<file path="config.mk">
export PLATFORM = sky130hd
export DESIGN_NAME = shift_rotate_unit_with_flags
export DESIGN_NICKNAME = d
export VERILOG_FILES = /design/src/hdl/srf_pkg.sv /design/src/hdl/shift_rotate_unit_with_flags.sv /design/src/hdl/srf_step.sv
export VERILOG_INCLUDE_DIRS = /design/src /design/src/hdl
export SDC_FILE = /design/constraint.sdc
export NUM_CORES = 1
export LEC_CHECK = 0
export BUFFER_PORTS_ARGS = -buffer_cell sky130_fd_sc_hd__buf_4
export CORE_UTILIZATION = 47
export CTS_BUF_LIST = sky130_fd_sc_hd__clkbuf_8
export DETAILED_ROUTE_END_ITERATION = 12
export PLACE_DENSITY = 0.88
export SYNTH_ARGS = -nofsm -noshare
export SYNTH_HDL_FRONTEND = slang
export SYNTH_SLANG_ARGS = --single-unit
</file>
<file path="constraint.sdc">
create_clock -name clock -period 1.9 [get_ports clock]
set_input_delay 0.285 -clock clock [delete_from_list [all_inputs] [get_ports clock]]
set_output_delay 0.285 -clock clock [all_outputs]
set_load 0.05 [all_outputs]
</file>
<file path="src/hdl/assert_macros.svh">
// Assertion helpers shared by the RTL.
`ifndef ASSERT_MACROS_SVH
`define ASSERT_MACROS_SVH

// Check a property on every clock edge outside reset.
`define SRF_ASSERT(label, prop, msg) \
   label: assert property (@(posedge clock) disable iff (reset) (prop)) else $error(msg);

// Check a property on every clock edge, reset included.
`define SRF_ASSERT_ALWAYS(label, prop, msg) \
   label: assert property (@(posedge clock) (prop)) else $error(msg);

`endif

</file>
<file path="src/hdl/srf_pkg.sv">
package srf_pkg;

   localparam int DATA_W = 32;
   localparam int CNT_W  = 6;

   typedef enum logic [1:0] {
      KIND_ASH = 2'd0,
      KIND_LSH = 2'd1,
      KIND_ROX = 2'd2,
      KIND_ROT = 2'd3
   } kind_type;

   localparam logic [1:0] SIZE_BYTE = 2'd0;
   localparam logic [1:0] SIZE_WORD = 2'd1;

   // outcome of one single-bit step
   typedef struct packed {
      logic [DATA_W-1:0] word;
      logic              c;
      logic              x;
      logic              v;
   } step_type;

   function automatic logic [DATA_W-1:0] size_mask(input logic [1:0] size);
      logic [DATA_W-1:0] m;
      case (size)
         SIZE_BYTE: m = DATA_W'(32'h0000_00FF);
         SIZE_WORD: m = DATA_W'(32'h0000_FFFF);
         default:   m = '1;
      endcase
      return m;
   endfunction

   function automatic logic [DATA_W-1:0] sign_mask(input logic [1:0] size);
      logic [DATA_W-1:0] s;
      case (size)
         SIZE_BYTE: s = DATA_W'(32'h0000_0080);
         SIZE_WORD: s = DATA_W'(32'h0000_8000);
         default:   s = {1'b1, {(DATA_W-1){1'b0}}};
      endcase
      return s;
   endfunction

endpackage

</file>
<file path="src/hdl/shift_rotate_unit_with_flags.sv">
// The shared one-bit shifter moves one position per cycle, and the unit takes no new
// word until the result is taken.
// Reset (synchronous, active high): sequencer returns to idle, no result pending.
`include "assert_macros.svh"

module shift_rotate_unit_with_flags import srf_pkg::*; (
   input  logic              clock,
   input  logic              reset,
   input  logic              req_valid,
   output logic              req_stall,
   input  logic [1:0]        req_kind,
   input  logic              req_left,
   input  logic [1:0]        req_size,
   input  logic [CNT_W-1:0]  req_count,
   input  logic [DATA_W-1:0] req_value,
   input  logic              req_x_in,
   output logic              rsp_valid,
   input  logic              rsp_stall,
   output logic [DATA_W-1:0] rsp_result,
   output logic              rsp_carry,
   output logic              rsp_extend,
   output logic              rsp_overflow,
   output logic              rsp_negative,
   output logic              rsp_zero
);

   // Sequencer: idle -> run (one step per cycle) -> done (hold result word).
   typedef enum logic [2:0] {
      ST_IDLE = 3'b001,
      ST_RUN  = 3'b010,
      ST_DONE = 3'b100
   } state_type;

   state_type         state_ff, state_in;
   logic [CNT_W-1:0]  cnt_ff, cnt_in;
   logic [DATA_W-1:0] word_ff, word_in;
   kind_type          kind_ff, kind_in;
   logic              left_ff, left_in;
   logic [1:0]        size_ff, size_in;
   logic              orig_sign_ff, orig_sign_in;
   logic              c_ff, c_in;
   logic              x_ff, x_in;
   logic              v_ff, v_in;

   logic              accept;
   logic [DATA_W-1:0] load_word;
   kind_type          req_kind_t;
   step_type          step;

   assign accept     = req_valid && !req_stall;
   assign req_kind_t = kind_type'(req_kind);
   assign load_word  = req_value & size_mask(req_size);

   // Shared one-bit shift unit, fed from the working registers.
   srf_step u_step (
      .cur       (word_ff),
      .kind      (kind_ff),
      .left      (left_ff),
      .size      (size_ff),
      .x         (x_ff),
      .orig_sign (orig_sign_ff),
      .nxt       (step)
   );

   always_comb begin
      state_in     = state_ff;
      cnt_in       = cnt_ff;
      word_in      = word_ff;
      kind_in      = kind_ff;
      left_in      = left_ff;
      size_in      = size_ff;
      orig_sign_in = orig_sign_ff;
      c_in         = c_ff;
      x_in         = x_ff;
      v_in         = v_ff;
      case (state_ff)
         ST_IDLE: begin
            if (accept) begin
               // Load operand at its size; a zero count goes straight to done.
               word_in      = load_word;
               kind_in      = req_kind_t;
               left_in      = req_left;
               size_in      = req_size;
               cnt_in       = req_count;
               orig_sign_in = |(load_word & sign_mask(req_size));
               x_in         = req_x_in;
               // rotate through extend reports X as carry on a zero count
               c_in         = (req_kind_t == KIND_ROX) ? req_x_in : 1'b0;
               v_in         = 1'b0;
               state_in     = (req_count == '0) ? ST_DONE : ST_RUN;
            end
         end
         ST_RUN: begin
            // Advance one bit position; overflow is sticky.
            word_in = step.word;
            c_in    = step.c;
            x_in    = step.x;
            v_in    = v_ff | step.v;
            cnt_in  = cnt_ff - 1'b1;
            if (cnt_ff == CNT_W'(1)) begin
               state_in = ST_DONE;
            end
         end
         ST_DONE: begin
            // Hold the result word until the consumer takes it.
            if (!rsp_stall) begin
               state_in = ST_IDLE;
            end
         end
         default: begin
            state_in = ST_IDLE;
         end
      endcase
   end

   always_ff @(posedge clock) begin
      if (reset) begin
         state_ff <= ST_IDLE;
         cnt_ff   <= '0;
         kind_ff  <= KIND_ASH;
         left_ff  <= 1'b0;
         v_ff     <= 1'b0;
      end else begin
         state_ff <= state_in;
         cnt_ff   <= cnt_in;
         kind_ff  <= kind_in;
         left_ff  <= left_in;
         v_ff     <= v_in;
      end
   end

   always_ff @(posedge clock) begin
      word_ff      <= word_in;
      size_ff      <= size_in;
      orig_sign_ff <= orig_sign_in;
      c_ff         <= c_in;
      x_ff         <= x_in;
   end

   assign req_stall    = (state_ff != ST_IDLE);
   assign rsp_valid    = (state_ff == ST_DONE);
   assign rsp_result   = word_ff;
   assign rsp_carry    = c_ff;
   assign rsp_extend   = x_ff;
   assign rsp_overflow = v_ff;
   assign rsp_negative = |(word_ff & sign_mask(size_ff));
   assign rsp_zero     = (word_ff == '0);

   `SRF_ASSERT_ALWAYS(a_reset_idle, reset |=> (state_ff == ST_IDLE), "sequencer not idle after reset")
   `SRF_ASSERT(a_no_take_when_busy, rsp_valid |-> req_stall, "input taken while result pending")
   `SRF_ASSERT(a_run_count_live, (state_ff == ST_RUN) |-> (cnt_ff != '0), "step loop with zero count")
   `SRF_ASSERT(a_rot_keeps_x, ((state_ff == ST_RUN) && (kind_ff == KIND_ROT)) |=> $stable(x_ff), "rotate changed extend")
   `SRF_ASSERT(a_v_only_asl, v_ff |-> ((kind_ff == KIND_ASH) && left_ff), "overflow outside arithmetic left shift")

endmodule

</file>
<file path="src/hdl/srf_step.sv">
// One bit position of shift or rotate, with carry, extend and overflow.
module srf_step import srf_pkg::*; (
   input  logic [DATA_W-1:0] cur,
   input  kind_type          kind,
   input  logic              left,
   input  logic [1:0]        size,
   input  logic              x,
   input  logic              orig_sign,
   output step_type          nxt
);

   logic [DATA_W-1:0] m;
   logic [DATA_W-1:0] sg;
   logic              msb;
   logic              lsb;
   logic [DATA_W-1:0] raw;
   logic              fill;

   assign m   = size_mask(size);
   assign sg  = sign_mask(size);
   assign msb = |(cur & sg);
   assign lsb = cur[0];

   always_comb begin
      case (kind)
         KIND_ASH: fill = left ? 1'b0 : msb;
         KIND_LSH: fill = 1'b0;
         KIND_ROX: fill = x;
         KIND_ROT: fill = left ? msb : lsb;
         default:  fill = 1'b0;
      endcase
   end

   always_comb begin
      if (left) begin
         raw = {cur[DATA_W-2:0], fill};
      end else begin
         raw = (cur >> 1) | (fill ? sg : '0);
      end
      nxt.word = raw & m;
      nxt.c    = left ? msb : lsb;
      // plain rotate leaves extend alone
      nxt.x    = (kind == KIND_ROT) ? x : nxt.c;
      nxt.v    = (kind == KIND_ASH) && left && ((|(nxt.word & sg)) != orig_sign);
   end

endmodule

</file>
[Word level (Yosys, flattened, before mapping)]
Index checks and enable logic that the tools add are counted.
W data, S select, Z words.
Cells by class
  $add $sub $neg: 1
  equal/unequal tests: 16
  mux-type cells: 28
  bitwise gates (word level): 7
  reduce and logical (&&, ||, !) cells: 17
Operators by type and width (count)
  $pmux W32 S2: 5
  $and A32 B32 Y32: 5
  $mux W32: 5
  $reduce_or A32 Y1: 3
  $logic_not A32 Y1: 1
  $or A31 B32 Y32: 1
  $mux W3: 4
  $pmux W6 S2: 1
  $pmux W3 S3: 1
  $ne A2 B2 Y1 const B: 4
  $mux W1: 7
  $eq A2 B1 Y1 const B: 3
  $eq A2 B2 Y1 const B: 3
  $eq A6 B1 Y1 const B: 1
  $logic_not A2 Y1: 3
  $logic_not A6 Y1: 1
  $mux W6: 1
  $pmux W1 S2: 3
  $reduce_and A3 Y1: 2
  $sub A6 B1 Y6 const B: 1
  $pmux W1 S4: 1
  $reduce_and A2 Y1: 2
  $eq A3 B1 Y1 const B: 1
  $eq A3 B2 Y1 const B: 1
  7 further kinds: 9
Word-level totals
  register bits: 50
  input port bits: 48
  output and inout bits: 39
  word-level logic and storage cells: 79

[Depth between registers and ports, before layout]
Gate-level depths: netlist (run 1).
  depth after elaboration: 16
  depth in mapped cells: 6

[Cells and area by module]
Synthesis (run 1) repeated with hierarchy kept, for this count alone.
Unflattened totals
  cells, all modules: 348
  area total of the unflattened synthesis: 3088.0 um^2
Modules (own cells, without submodules)
  shift_rotate_unit_with_flags: times used 1, cells an instance 251, area each 2397.3 um^2
  srf_step: times used 1, cells an instance 97, area each 690.7 um^2

[Worst setup path before layout (run 1)]
OpenSTA, ideal clock, no wires.
  path type: flip-flop to flip-flop
  from: reg word_ff[15] (netlist: rsp_result[15])
  to: reg x_ff (netlist: rsp_extend) (data pin)
  library setup time: 0.155 ns
  arrival time: 2.092 ns
  path slack: -0.348 ns
  stages on the path, launching flop included: 5
  period minus slack after synthesis: 2.248 ns
  path through: edfxtp_1 mux2i_1 a21oi_1 mux2i_1 o21ai_0
Between the ends
  cells in the longest elaborated chain, start to end: 5
RTL lines
  start: declaration: line shift_rotate_unit_with_flags.sv:36  | logic [DATA_W-1:0] word_ff, word_in;
  start signal: assignment: line shift_rotate_unit_with_flags.sv:133  | word_ff <= word_in;
  $and A32 B32 Y32
  $reduce_or A32 Y1
  named net rsp_negative: line shift_rotate_unit_with_flags.sv:23  | output logic rsp_negative,
  $mux W1: line srf_step.sv:41  | nxt.c = left ? msb : lsb;
  $mux W1: line srf_step.sv:43  | nxt.x = (kind == KIND_ROT) ? x : nxt.c;
  $pmux W1 S2: line shift_rotate_unit_with_flags.sv:76  | case (state_ff)
  named net x_in: line shift_rotate_unit_with_flags.sv:42  | logic x_ff, x_in;
  end signal: assignment: line shift_rotate_unit_with_flags.sv:137  | x_ff <= x_in;
  end: declaration: line shift_rotate_unit_with_flags.sv:42
The timed path passes the listed nets, and every way through them passes these cells. The select of a mux whose other input is x is not followed.
A chain may end at the register's enable or synchronous reset.

[Worst setup path in the final report (run 1)]
  from: reg word_ff[8] (netlist: rsp_result[8])
  to: out rsp_zero
Between the ends
  cells in the longest elaborated chain, start to end: 1
RTL lines
  $logic_not A32 Y1: line shift_rotate_unit_with_flags.sv:147  | assign rsp_zero = (word_ff == '0);
  end: declaration: line shift_rotate_unit_with_flags.sv:24  | output logic rsp_zero
Every way passes these cells.

==> impl_results.md, run 1 <==
* Status: finished with violations
* Failing checks: setup timing
* Data required, critical path at 1.62 ns
* Post-synth EDFFs at 37
* Pwr/cell area at 771 mW/mm²
* Top-count cell post-synth: nand2_1
* Async SR Flop Fraction at 0%
* Largest net degree at the start of global routing at 23
* Grt total ovfl at 0
* Syn Area/Cell at just under 10 µm²
* I/O Buffers at 86
* Total track usage at between 20 and 25%
* Min setup slack post-route at -0.0819 ns
* First-pass GRT wire length at 11700 µm
* Worst slew margin at 57.0%
* Core Region at around 0.0055 mm²
* Initial antenna violation count at 0
* Synth top cells by count: nand2_1 (44), edfxtp_1 (37), mux2i_1 (33), o21ai_0 (28), nor2_1 (24)
* Layout Cells excl Fill at between 400 and 500
* Number of diodes at 0
* Area leader, netlist: edfxtp_1
* Die Span Y at a little under 80 µm
* DRT iter0 DRCs at roughly 170
* Die width at roughly 77 µm
* Worst min path class: in2reg
* Synth Flop Type: edfxtp_1
* R2R cell count at 5
* Post-Route WL at approximately 7300 µm
* Fillcell total at approximately 440
* Shortest period the worst path allows at about 2.0 ns
* Max Cap Viol at 0
* GPL Wtd Cong at between 0.7 and 0.8
* Routed len/inst at 16.2 µm
* Routed vias/inst at about 5.7
* Reg2reg end: rsp_result[7]$_DFFE_PP_
* Setup Skew at 0.00928 ns
* Worst-Margin Slew at approximately 0.64 ns
* Final TNS setup at -0.0819 ns
* Worst-path clk slew at 0.09 ns
* Via count at 2582
* Die Area at between 0.006 and 0.007 mm²
* Post-Syn Area at between 0.002 and 0.003 mm²
* Kind of end point of the critical path: primary output
* Area share of the largest cell type after synthesis at between 40% and 50%
* DRC Markers at 0
* Max-slew violation count at 0
* Area grow syn2layout at 36.9%
* I/O pins at 87
* CTS root buffer: clkbuf_8
* Arrival @ worst endpoint at ~1.7 ns
* Synth Net Count at 326
* CTS tree: yes
* FMAX at ~500 MHz
* Critical path peak fanout at 4
* Hold path cells at 1
* Register area at roughly 0.0014 mm²
* CTS Buffer Depth at 2
* Leakage at between 1 and 1.5 nW
* Tot Pwr at ~0.0028 W
* Number of clock sinks at 50
* Netlist cell types at 39
* Num CTS Buffers at 5
* Fraction of layout cells with a size suffix above 1 at between 30% and 40%
* Critical Path Source Type: flop
* Dominant cells by area after synthesis: edfxtp_1 (41%), mux2i_1 (12%), dfxtp_1 (9.7%)
* Area of the multi-input gates at ~0.0013 mm²
* Kind of critical path: reg2out
* Post-CTS Hold Fix Bufs at 0
* Row count at 27
* #FFs+latches synth at 50
* Initial Utilization at 48.6%
* Hold Path End: size_ff[0]$_DFFE_PP_
* Number of setup violations in the final report at 1
* Max IR drop VDD at roughly 0.43 mV
* H-tree levels at 2
* RSZ-0062 raised after global routing: true
* Number of synthesis warnings at 0
* R2r startpoint: size_ff[0]$_DFFE_PP_
* Register area share after synthesis at between 50% and 60%
* Tcrit/Tclk final at 104%
* Worst-Skew Late Latency at between 0.3 and 0.4 ns
* Final Net Count at roughly 430
* Placed Instances at roughly 430
* ANT nets after route at 0
* Flop-to-flop setup slack at about 0.11 ns
* Final core utilization at approximately 67%
* Vias in the first global route at approximately 2400
* Hold Startpoint: req_size[0]
* DR pass1 iterations at 4
* Hpwl dp at 5000 µm
* Mapped Cells at between 200 and 300
* Final Hold Fails at 0
## cell usage in the layout (no fill, tap or decap), types with 3 or more instances in the layout
master	netlist	final
nor2_1	24	22
nor4_2	0	3
edfxtp_1	37	37
nand3_1	6	6
nor4_1	10	7
a21oi_1	20	19
nor3_1	3	3
nand2_1	44	44
inv_1	10	9
a31oi_1	6	6
dfxtp_1	13	12
o21ai_0	28	28
mux2i_1	33	32
clkbuf_8	0	5
buf_4	0	107
## how the worst max path moves through the flow
stage	startpoint	to	depth (start not counted)
floorplan	rsp_result[15]$_DFFE_PP_	rsp_result[15]$_DFFE_PP_	5
global placement	size_ff[0]$_DFFE_PP_	rsp_result[15]$_DFFE_PP_	5
detailed placement	state_ff[1]$_SDFFE_PP0P_	rsp_result[26]$_DFFE_PP_	4
CTS	rsp_result[10]$_DFFE_PP_	rsp_zero	4
global route	rsp_result[8]$_DFFE_PP_	rsp_zero	4
finish	rsp_result[8]$_DFFE_PP_	rsp_zero	4
## registers in the layout (all words and copies together) (netlist names)
name,cells
rsp_result,32
kind_ff,2
rsp_carry,1
cnt_ff,6
rsp_extend,1
orig_sign_ff,1
rsp_overflow,1
state_ff,3
size_ff,2
left_ff,1
## power breakdown
group	switching, W	total, W	internal [W]
combinational	0.000497	0.000802	0.000305
clock	0.000370	0.000629	0.000259
sequential	0.000108	0.00139	0.00129
## cells by family (layout without fill, tap and decap cells)
group / after synthesis / after routing / share of synthesized area, %
adders and majority gates: 2 / 2 / 0.934
DFF: 50 / 50 / 51.2
muxes: 34 / 34 / 12.8
AOI/OAI and AO/OA: 70 / 70 / 15.0
buffers and inverters: 23 / 126 / 3.60
and+or+nand+nor: 97 / 97 / 16.4
## critical path, stage by stage, from the launching register on
cell and delay [ns]:
edfxtp_1 0.49, nor4_2 0.35, nand4_1 0.22, nor2_2 0.16, buf_6 0.16
## routing by layer
metal | global-route usage [%] | up-vias | routed length [µm] | part of all wire [%]
met4 | 6.23 | 0 | 128 | 1.8
met1 | 33.3 | 1236 | 3110 | 43
met3 | 3.88 | 12 | 498 | 6.8
li1 | - | 1219 | - | -
met2 | 41.9 | 115 | 3550 | 49
met5 | 0 | - | 0 | 0
## metrics by stage
| stage | area (µm²) | worst slack, ns | hold WS (ns) |
|---|---|---|---|
| 6_report | 3660 | -0.0819 | 0.174 |
| 3_3_place_gp | 3460 | 0.187 | 0.470 |
| 2_1_floorplan | 2700 | 0.0275 | 0.363 |
| 3_5_place_dp | 3460 | 0.135 | 0.477 |
| 4_1_cts | 3620 | 0.000450 | 0.167 |
| 5_1_grt | 3660 | -0.132 | 0.162 |
## what timing repair did
| action | in CTS | in global routing |
|---|---|---|
| hold endpoints to repair | 0 | 0 |
| setup buffers | 8 | 4 |
| setup endpoints to repair | 1 | 10 |
| gates resized for setup | 3 | 3 |
| pin swaps | 2 | 1 |
## cell type report
cell class,count,share of cell area (%)
inverter,10,1.13
timing repair buffer,108,22.2
sequential,50,37.5
multi-input combinational,203,34.3
clock buffer,5,1.88
clock inverter,3,0.580
tap,72,2.46
Note: power is estimated with default switching activity, not from simulation.
==> run 2: changes to the inputs <==
--- a/config.mk
+++ b/config.mk
@@ -7,10 +7,11 @@
 export NUM_CORES = 1
 export LEC_CHECK = 0
 export BUFFER_PORTS_ARGS = -buffer_cell sky130_fd_sc_hd__buf_4
+export CORE_ASPECT_RATIO = 0.8
 export CORE_UTILIZATION = 47
 export CTS_BUF_LIST = sky130_fd_sc_hd__clkbuf_8
 export DETAILED_ROUTE_END_ITERATION = 12
-export PLACE_DENSITY = 0.88
+export PLACE_DENSITY = 0.85
 export SYNTH_ARGS = -nofsm -noshare
 export SYNTH_HDL_FRONTEND = slang
 export SYNTH_SLANG_ARGS = --single-unit
==> run 2 against run 1 <==
The flow still finishes with violations (setup timing). Sequential share of layout area up 0.22 points. Clock-buffer cell count stayed put. Non-clock buffer count decreased by 8. Critical path type unchanged. Worst setup slack gained 0.068 ns. Clock skew grew 0.0052 ns. Die area hardly changed. Cell count fell by 0.44%. First-iteration DRC count grew 30%. Clock power increased by 19%. Worst hold slack better by 0.0075 ns. Flip-flop and latch count unchanged. Routed wire length shrank 2.1%.
==> impl_results.md, run 2 (synthesis gave the netlist of run 1 again) <==
* Total track usage at between 20 and 25%
* Tcrit/Tclk final at 101%
* Num CTS Buffers at 5
* Data required, critical path at 1.62 ns
* Clk pwr share at between 20% and 30%
* Core Region at approximately 0.0055 mm²
* Hold WS at 0.181 ns
* Final core utilization at around 67%
* Initial Utilization at about half
* Worst min path class: in2reg
* Die Span Y at 69.5 µm
* CTS root buffer: clkbuf_8
* Kind of end point of the critical path: primary output
* Commonest non-fill, non-tap cell in the layout: buf_4
* Max-slew violation count at 0
* First-pass GRT wire length at around 11000 µm
* Row count at 24
* Number of setup violations in the final report at 1
* Die width at about 86 µm
* Int Pwr at between 0.0015 and 0.002 W
* Kind of critical path: reg2out
* Routed len/inst at 15.9 µm
* Number of clock sinks at 50
* DRC Markers at 0
* Via count at roughly 2500
* Reg power frac at 47.6%
* Final Net Count at 420
* ANT nets after route at 0
* Status: finished with violations
* Placement-stage cell area at between 0.003 and 0.004 mm²
* Logic pwr share at around 27%
* Most frequent cells in the layout: buf_4 (99), nand2_1 (44), edfxtp_1 (37)
* CTS Buffer Depth at 2
* Vias in the first global route at around 2400
* Critical path peak fanout at 4
* Grt total ovfl at 0
* Switching part of the total power at between 30% and 40%
* Max Cap Viol at 0
* Failing checks: setup timing
* Number of flip-flops in the largest register at 32
* Routed vias/inst at 5.59
* Max IR drop VDD at 0.468 mV
* Fillcell total at ~450
* Arrival @ worst endpoint at between 1.5 and 2 ns
* CTS tree: yes
* Critical Path Source Type: flop
* I/O pins at between 80 and 90
* Largest net degree at the start of global routing at 34
* Net Sw Power at 0.000960 W
* Hpwl dp at ~5200 µm
* Area grow syn2layout at 36.1%
* Die Area at about 0.006 mm²
* DRT iter0 DRCs at 223
* Setup Skew at roughly 0.015 ns
* Min setup slack post-route at -0.0135 ns
* DR pass1 iterations at 5
* Number of diodes at 0
* I/O Buffers at 86
* GPL Wtd Cong at roughly 0.86
* Shortest period the worst path allows at 1.91 ns
* Worst slew margin at 57.2%
* Initial antenna violation count at 0
* Worst-Margin Slew at approximately 0.64 ns
* RSZ-0062 raised after global routing: true
* Worst-Skew Late Latency at 0.31 ns
* Post-Route WL at 7130 µm
* Post-CTS Hold Fix Bufs at 0
* H-tree levels at 2
* Final Hold Fails at 0
* Worst-path clk slew at 0.10 ns
* Leakage at 1.44 nW
* FMAX at about 520 MHz
* Pwr/cell area at around 800 mW/mm²
* Fraction of layout cells with a size suffix above 1 at between 30 and 40%
* Post-route cell area at 0.00364 mm²
-- run 2: worst max-delay path, cell delays in order, from the launching register on --
cell,delay [ns]
edfxtp_1,0.46
nor4_1,0.38
nand4_1,0.16
nor2_2,0.15
buf_6,0.17
-- run 2: repair_timing --
item / in CTS / in global routing
endpoints found under the setup margin: 1 / 15
pin swaps: 0 / 1
resized for setup: 2 / 6
buffers inserted: 4 / 0
-- run 2: per-stage QoR --
| step | cells | power (W) | setup TNS [ns] | worst slack [ns] |
|---|---|---|---|---|
| after CTS | 449 | 0.00292 | 0 | 0.00689 |
| after global placement | 437 | 0.00215 | 0 | 0.157 |
| after detailed placement | 437 | 0.00217 | 0 | 0.113 |
| after global routing | 449 | 0.00303 | -0.0627 | -0.0589 |
| final | 449 | 0.00292 | -0.0135 | -0.0135 |
| after floorplan | 276 | 0.00188 | 0 | 0.0275 |
-- run 2: area by class of cell --
| class | count | area, µm² | area share, % |
|---|---|---|---|
| clock buffers | 5 | 68.8 | 1.89 |
| clock inverters | 3 | 40.0 | 1.10 |
| well taps | 78 | 97.6 | 2.68 |
| multi-input cells | 203 | 1270 | 34.8 |
| flip-flops and latches | 50 | 1370 | 37.7 |
| inverters | 10 | 41.3 | 1.13 |
| repair buffers | 100 | 754 | 20.7 |
-- run 2: worst paths after layout --
check | from | to | slack [ns] | cells past startpoint
worst max register to register | size_ff[0]$_DFFE_PP_ | rsp_result[15]$_DFFE_PP_ | 0.17 | 5
worst max-delay path | rsp_result[27]$_DFFE_PP_ | rsp_zero | -0.01 | 4
worst min-delay path | req_size[0] | size_ff[0]$_DFFE_PP_ | 0.18 | 1
worst min register to register | cnt_ff[5]$_SDFFE_PP0P_ | cnt_ff[5]$_SDFFE_PP0P_ | 0.50 | 1
-- run 2: per-layer routing --
| metal | GRT usage [%] | up-vias | part of all wire (%) |
|---|---|---|---|
| met1 | 34.2 | 1179 | 43 |
| li1 | - | 1210 | - |
| met4 | 9.07 | 0 | 1.9 |
| met5 | 0 | - | 0 |
| met3 | 3.81 | 13 | 7.2 |
| met2 | 38.6 | 109 | 47 |
-- run 2: power by group through the flow --
| stage | logic (W) | clock network [W] | registers (W) |
|---|---|---|---|
| 2_1_floorplan | 0.000280 | 0 | 0.00160 |
| 3_3_place_gp | 0.000741 | 0 | 0.00141 |
| 3_5_place_dp | 0.000759 | 0 | 0.00141 |
| 4_1_cts | 0.000778 | 0.000758 | 0.00138 |
| 5_1_grt | 0.000833 | 0.000793 | 0.00140 |
| 6_report | 0.000785 | 0.000748 | 0.00139 |
